## config.mk

```make
export PLATFORM = sky130hd
export DESIGN_NAME = save_type_signature_scanner_core
export DESIGN_NICKNAME = d
export VERILOG_FILES = /design/src/sts_pkg.sv /design/src/sts_word_scan.sv /design/src/save_type_signature_scanner_core.sv
export SDC_FILE = /design/constraint.sdc
export NUM_CORES = 1
export LEC_CHECK = 0
export ABC_CLOCK_PERIOD_IN_PS = 29300
export BUFFER_PORTS_ARGS = -buffer_cell sky130_fd_sc_hd__buf_2
export CORE_MARGIN = 2
export CORE_UTILIZATION = 60
export DETAILED_ROUTE_END_ITERATION = 8
export GPL_TIMING_DRIVEN = 0
export PLACE_DENSITY = 0.84
export SYNTH_ARGS = -nofsm -noshare
export SYNTH_HDL_FRONTEND = slang
export SYNTH_SLANG_ARGS = --single-unit
```

## constraint.sdc

```tcl
create_clock -name clock -period 29.3 [get_ports clock]
set_clock_uncertainty 0.1 [all_clocks]
set_input_delay 2.93 -clock clock [delete_from_list [all_inputs] [get_ports clock]]
set_output_delay 2.93 -clock clock [all_outputs]
set_load 0.01 [all_outputs]
```

## src/sts_pkg.sv

```systemverilog
// Shared types and constants for the save-type signature scanner.
// Holds the signature text and length tables and the result kind codes.
// No dependencies.
package sts_pkg;

   localparam int SIG_COUNT  = 5;
   localparam int SIG_MAXLEN = 10;
   localparam int POS_W      = 4;
   localparam int KIND_W     = 3;
   localparam int WORD_W     = 32;
   localparam int BYTE_W     = 8;
   localparam int WORD_BYTES = WORD_W / BYTE_W;

   typedef enum logic [KIND_W-1:0] {
      KIND_NONE     = 3'd0,
      KIND_EEPROM   = 3'd1,
      KIND_SRAM     = 3'd2,
      KIND_FLASH    = 3'd3,
      KIND_FLASH512 = 3'd4,
      KIND_FLASH1M  = 3'd5
   } kind_type;

   typedef logic [SIG_COUNT-1:0][POS_W-1:0] pos_array_type;

   localparam logic [BYTE_W-1:0] SIG_TEXT [SIG_COUNT][SIG_MAXLEN] = '{
      '{"E", "E", "P", "R", "O", "M", "_", "V", 8'h00, 8'h00},
      '{"S", "R", "A", "M", "_", "V", 8'h00, 8'h00, 8'h00, 8'h00},
      '{"F", "L", "A", "S", "H", "_", "V", 8'h00, 8'h00, 8'h00},
      '{"F", "L", "A", "S", "H", "5", "1", "2", "_", "V"},
      '{"F", "L", "A", "S", "H", "1", "M", "_", "V", 8'h00}
   };

   localparam logic [POS_W-1:0] SIG_LEN [SIG_COUNT] = '{
      4'd8, 4'd6, 4'd7, 4'd10, 4'd9
   };

endpackage

```

## src/sts_word_scan.sv

```systemverilog
// One-word matcher: runs four bytes, lowest first, through the five signature trackers.
// Returns the updated match positions and the kind of the first completed signature.
// Depends on sts_pkg.
module sts_word_scan (
   input  logic [sts_pkg::WORD_W-1:0] word,
   input  sts_pkg::pos_array_type     pos_cur,
   output sts_pkg::pos_array_type     pos_nxt,
   output sts_pkg::kind_type          kind
);
   import sts_pkg::*;

   always_comb begin
      logic [POS_W-1:0]  p;
      logic [BYTE_W-1:0] b;
      pos_nxt = pos_cur;
      kind    = KIND_NONE;
      for (int i = 0; i < WORD_BYTES; i++) begin
         b = word[BYTE_W*i +: BYTE_W];
         for (int k = 0; k < SIG_COUNT; k++) begin
            // stop at the first completion: later trackers and bytes are skipped
            if (kind == KIND_NONE) begin
               p = pos_nxt[k];
               if (p >= SIG_LEN[k]) begin
                  p = '0;
               end
               if (b == SIG_TEXT[k][p]) begin
                  p = p + 1'b1;
                  pos_nxt[k] = p;
                  if (p == SIG_LEN[k]) begin
                     kind = kind_type'(KIND_W'(k + 1));
                  end
               end else begin
                  pos_nxt[k] = '0;
               end
            end
         end
      end
   end

endmodule

```

## src/save_type_signature_scanner_core.sv

```systemverilog
// Top level of the save-type signature scanner: input register, word matcher,
// scan state and result register. Depends on sts_pkg and sts_word_scan.
//
//   channel | ports                                   | direction
//   req     | req_valid, req_stall, req_rom_word,      | in (stall out)
//           | req_last_word                            |
//   rsp     | rsp_valid, rsp_stall, rsp_backup_kind    | out (stall in)
//
// One word per cycle while req_stall is low; a word waits in the input register, then its match result is registered.
// The per-word match is combinational, between the input and result registers.
// Synchronous reset clears match positions, the found flag and both valid bits.
// A word in the input register holds while a result waits and rsp_stall is high.
module save_type_signature_scanner_core (
   input  logic                          clock,
   input  logic                          reset,
   input  logic                          req_valid,
   output logic                          req_stall,
   input  logic [sts_pkg::WORD_W-1:0]    req_rom_word,
   input  logic                          req_last_word,
   output logic                          rsp_valid,
   input  logic                          rsp_stall,
   output logic [sts_pkg::KIND_W-1:0]    rsp_backup_kind
);
   import sts_pkg::*;

   logic              s1_valid_ff, s1_valid_in;
   logic [WORD_W-1:0] s1_word_ff,  s1_word_in;
   logic              s1_last_ff,  s1_last_in;
   pos_array_type     pos_ff,      pos_in;
   logic              done_ff,     done_in;
   logic              rsp_valid_ff, rsp_valid_in;
   kind_type          rsp_kind_ff,  rsp_kind_in;

   pos_array_type     pos_scan;
   kind_type          kind_scan;
   logic              out_free;
   logic              advance;
   logic              req_xfer;

   sts_word_scan u_scan (
      .word    (s1_word_ff),
      .pos_cur (pos_ff),
      .pos_nxt (pos_scan),
      .kind    (kind_scan)
   );

   assign out_free  = !rsp_valid_ff || !rsp_stall;
   assign advance   = s1_valid_ff && out_free;
   assign req_stall = s1_valid_ff && !out_free;
   assign req_xfer  = req_valid && !req_stall;

   always_comb begin
      s1_valid_in = s1_valid_ff;
      s1_word_in  = s1_word_ff;
      s1_last_in  = s1_last_ff;
      if (req_xfer) begin
         s1_valid_in = 1'b1;
         s1_word_in  = req_rom_word;
         s1_last_in  = req_last_word;
      end else if (advance) begin
         s1_valid_in = 1'b0;
      end

      pos_in       = pos_ff;
      done_in      = done_ff;
      rsp_valid_in = rsp_valid_ff && rsp_stall;
      rsp_kind_in  = rsp_kind_ff;
      if (advance) begin
         if (!done_ff) begin
            pos_in = pos_scan;
            if (kind_scan != KIND_NONE) begin
               done_in      = 1'b1;
               rsp_valid_in = 1'b1;
               rsp_kind_in  = kind_scan;
            end else if (s1_last_ff) begin
               rsp_valid_in = 1'b1;
               rsp_kind_in  = KIND_NONE;
            end
         end
         if (s1_last_ff) begin
            pos_in  = '0;
            done_in = 1'b0;
         end
      end
   end

   always_ff @(posedge clock) begin
      if (reset) begin
         s1_valid_ff  <= 1'b0;
         pos_ff       <= '0;
         done_ff      <= 1'b0;
         rsp_valid_ff <= 1'b0;
      end else begin
         s1_valid_ff  <= s1_valid_in;
         pos_ff       <= pos_in;
         done_ff      <= done_in;
         rsp_valid_ff <= rsp_valid_in;
      end
   end

   always_ff @(posedge clock) begin
      s1_word_ff  <= s1_word_in;
      s1_last_ff  <= s1_last_in;
      rsp_kind_ff <= rsp_kind_in;
   end

   assign rsp_valid       = rsp_valid_ff;
   assign rsp_backup_kind = rsp_kind_ff;

endmodule
```

==> impl_metrics.env <==
export IMPL_powerDensity_nw_per_um2=20.0
export IMPL_syn_avg_cell_area_um2=7.28
export IMPL_period_share=0.465
export IMPL_final_common_cell="nand2_1"
export IMPL_cts_sinks=59
export IMPL_gr_usage_all_layers=0.401
export IMPL_clk_pin_slew_ns=0.07
export IMPL_drt_initial_drc_count=1509
export IMPL_dieArea_um2=19800
export IMPL_cts_root_buf="clkbuf_16"
export IMPL_grt_pass1_wl_um=63200
export IMPL_syn_area_um2=11200
export IMPL_final_cell_mix="138 x nand2_1, 114 x nor2_1, 81 x a21oi_1, 81 x o21ai_0"
export IMPL_cp_start_kind="flip-flop"
export IMPL_ir_worst_vdd_v=0.0000254
export IMPL_fp_dieH_um=141
export IMPL_cp_top_family="simple AND/OR/NAND/NOR gates"
export IMPL_diodes=0
export IMPL_critPathBufInv=7
export IMPL_slowest_stage="nor4_1"
export IMPL_cpPeakStageDelay_ns=0.81
export IMPL_viasPerCell=7.13
export IMPL_utilization=0.662
export IMPL_async_flop_share=0
export IMPL_hp_class="flip-flop to flip-flop"
export IMPL_rows=49
export IMPL_ys_seq_area_frac=0.138
export IMPL_synth_fp_nets=1652
export IMPL_start_util=0.617
export IMPL_dpl_hpwl_um=31700
export IMPL_netlist_instances=1539
export IMPL_wl_per_cell_um=22.2
export IMPL_routed_wirelength_um=40500
export IMPL_yosysUniqueCellTypes=115
export IMPL_postCtsSetupRepairBufs=0
export IMPL_drtPass1Iterations=6
export IMPL_critPathCaptureType="flip-flop"
export IMPL_final_cells=1825
export IMPL_coreArea_um2=18100
export IMPL_max_slew_margin=0.213
export IMPL_area_growth_pct=7.18
export IMPL_antenna_found_initial=0
export IMPL_path_class="flip-flop to flip-flop"
export IMPL_overflow=0
export IMPL_period_minus_slack_ns=13.62
export IMPL_crit_top_cell="nand2_1"
export IMPL_ant_nets=0
export IMPL_path_max_fanout=10
export IMPL_reg2reg_slack_ns=15.68
export IMPL_arrival_ns=13.55
export IMPL_h_tree_depth=3
export IMPL_dp_cells=1809
export IMPL_hold_buffers=0
export IMPL_slew_violations=0
export IMPL_synth_edf_count=36
export IMPL_required_ns=29.23
export IMPL_grt_pass1_vias=11977
export IMPL_cts_resized=0
export IMPL_fin_nets=1704
export IMPL_drc=0
export IMPL_fmax_ghz=0.0734
export IMPL_synth_main_ff_cell="edfxtp_1"
export IMPL_clock_latency_ns=0.36
export IMPL_leakage_uw=0.00475
export IMPL_finalHoldViolCount=0
export IMPL_rsz0062_at_grt="false"
export IMPL_cts_buffers_inserted=9
export IMPL_port_buffer_count=40
export IMPL_ys_warnings_count=0
export IMPL_grt_max_degree=27
export IMPL_fp_dieW_um=141
export IMPL_gp_congestion=1.02
export IMPL_tightest_slew_ns=1.15
export IMPL_cts_tree="built"
export IMPL_num_io_pins=42
export IMPL_clockBufferDepth=2
export IMPL_maxCapViolCount=0
export IMPL_fin_tns_setup_ns=0
export IMPL_setup_violations=0
export IMPL_num_vias=13011
export IMPL_ys_seq_elements=59
export IMPL_status="finished clean"
export IMPL_drive_gt1_frac=0.111
path summary, 6_finish.rpt:
path,endpoint,startpoint,depth (start not counted)
hold reg to reg,pos_ff[6],pos_ff[6],3
setup reg to reg,rsp_backup_kind[2],pos_ff[9],47
setup / recovery,rsp_backup_kind[2],pos_ff[9],47
hold / removal,pos_ff[6],pos_ff[6],3
worst min-delay path, delay by kind of cell (launching register included):
| kind | cells | cell delay (ns) |
|---|---|---|
| AND/OR/NAND/NOR | 1 | 0.07 |
| buffers and inverters | 1 | 0.15 |
| AO/OA/AOI/OAI | 1 | 0.06 |
| flip-flops | 1 | 0.33 |
stage by stage:
| stage | hold WS [ns] | power (µW) | cell area [µm²] | worst slack, ns |
|---|---|---|---|---|
| CTS | 0.552 | 238 | 12000 | 16.13 |
| global placement | 0.514 | 127 | 11700 | 16.31 |
| detailed placement | 0.535 | 128 | 11700 | 16.18 |
| finish | 0.547 | 240 | 12000 | 15.68 |
| global route | 0.574 | 244 | 12000 | 14.84 |
| floorplan | 0.395 | 117 | 11200 | 18.66 |
sequential cells by signal, summed over array words and instances (netlist names):
signal	count
rsp_valid	1
s1_last_ff	1
done_ff	1
pos_ff	20
rsp_backup_kind	3
s1_valid_ff	1
s1_word_ff	32
area by class of cell:
| class | count | area (µm²) |
|---|---|---|
| multi-input combinational | 1305 | 8930 |
| fill | 1637 | 6140 |
| sequential | 59 | 1540 |
| buffer | 93 | 438 |
| inverter | 82 | 308 |
| tap | 229 | 287 |
| clock buffer | 9 | 225 |
| timing repair buffer | 41 | 220 |
| clock inverter | 7 | 58.8 |
synthesized netlist by cell type (10+ instances only):
| master | number | share of area |
|---|---|---|
| and2_1 | 21 | 0.012 |
| nand2b_1 | 32 | 0.018 |
| buf_4 | 11 | 0.0074 |
| o31ai_1 | 16 | 0.011 |
| a22oi_1 | 18 | 0.012 |
| buf_2 | 25 | 0.011 |
| mux2i_1 | 28 | 0.025 |
| and3_1 | 36 | 0.020 |
| or3_1 | 19 | 0.011 |
| nor2b_1 | 21 | 0.012 |
| mux2_2 | 16 | 0.016 |
| a32oi_1 | 16 | 0.013 |
| a31oi_1 | 25 | 0.014 |
| o211ai_1 | 21 | 0.014 |
| xnor2_1 | 45 | 0.035 |
| o21a_1 | 11 | 0.0074 |
| or2_2 | 12 | 0.0067 |
| nor3b_1 | 14 | 0.0094 |
| nor2_1 | 114 | 0.038 |
| dfxtp_1 | 23 | 0.041 |
| nand2_1 | 138 | 0.046 |
| xor2_1 | 20 | 0.016 |
| a21oi_1 | 81 | 0.036 |
| edfxtp_1 | 36 | 0.097 |
| ha_1 | 76 | 0.085 |
| nor4_1 | 16 | 0.0089 |
| nand4_1 | 28 | 0.016 |
| nor3_1 | 56 | 0.025 |
| a311oi_1 | 10 | 0.0078 |
| a211oi_1 | 19 | 0.013 |
| o21ai_0 | 81 | 0.036 |
| or4_1 | 16 | 0.011 |
| a21o_1 | 18 | 0.012 |
| clkbuf_1 | 50 | 0.017 |
| nand3_1 | 66 | 0.029 |
| inv_1 | 76 | 0.025 |
cell families after synthesis:
family,synth area share
buf+inv,0.0666
simple gates,0.314
compound gates,0.302
flops,0.138
fa+ha+maj,0.0849
xor+xnor,0.0508
mux,0.0437
per-layer routing:
| layer | share of wire | wire length [µm] | GRT usage |
|---|---|---|---|
| met1 | 0.39 | 15600 | 0.498 |
| met2 | 0.46 | 18500 | 0.666 |
| met3 | 0.11 | 4270 | 0.0730 |
| met4 | 0.052 | 2110 | 0.210 |
| met5 | 0 | 0 | 0 |
report_power, final:
group / internal, µW / switching, µW / leakage (µW)
Clock: 59.0 / 53.6 / 0.000139
Sequential: 91.2 / 3.31 / 0.000542
Combinational: 12.4 / 20.9 / 0.00406
Power figures use the tool's default switching activity.
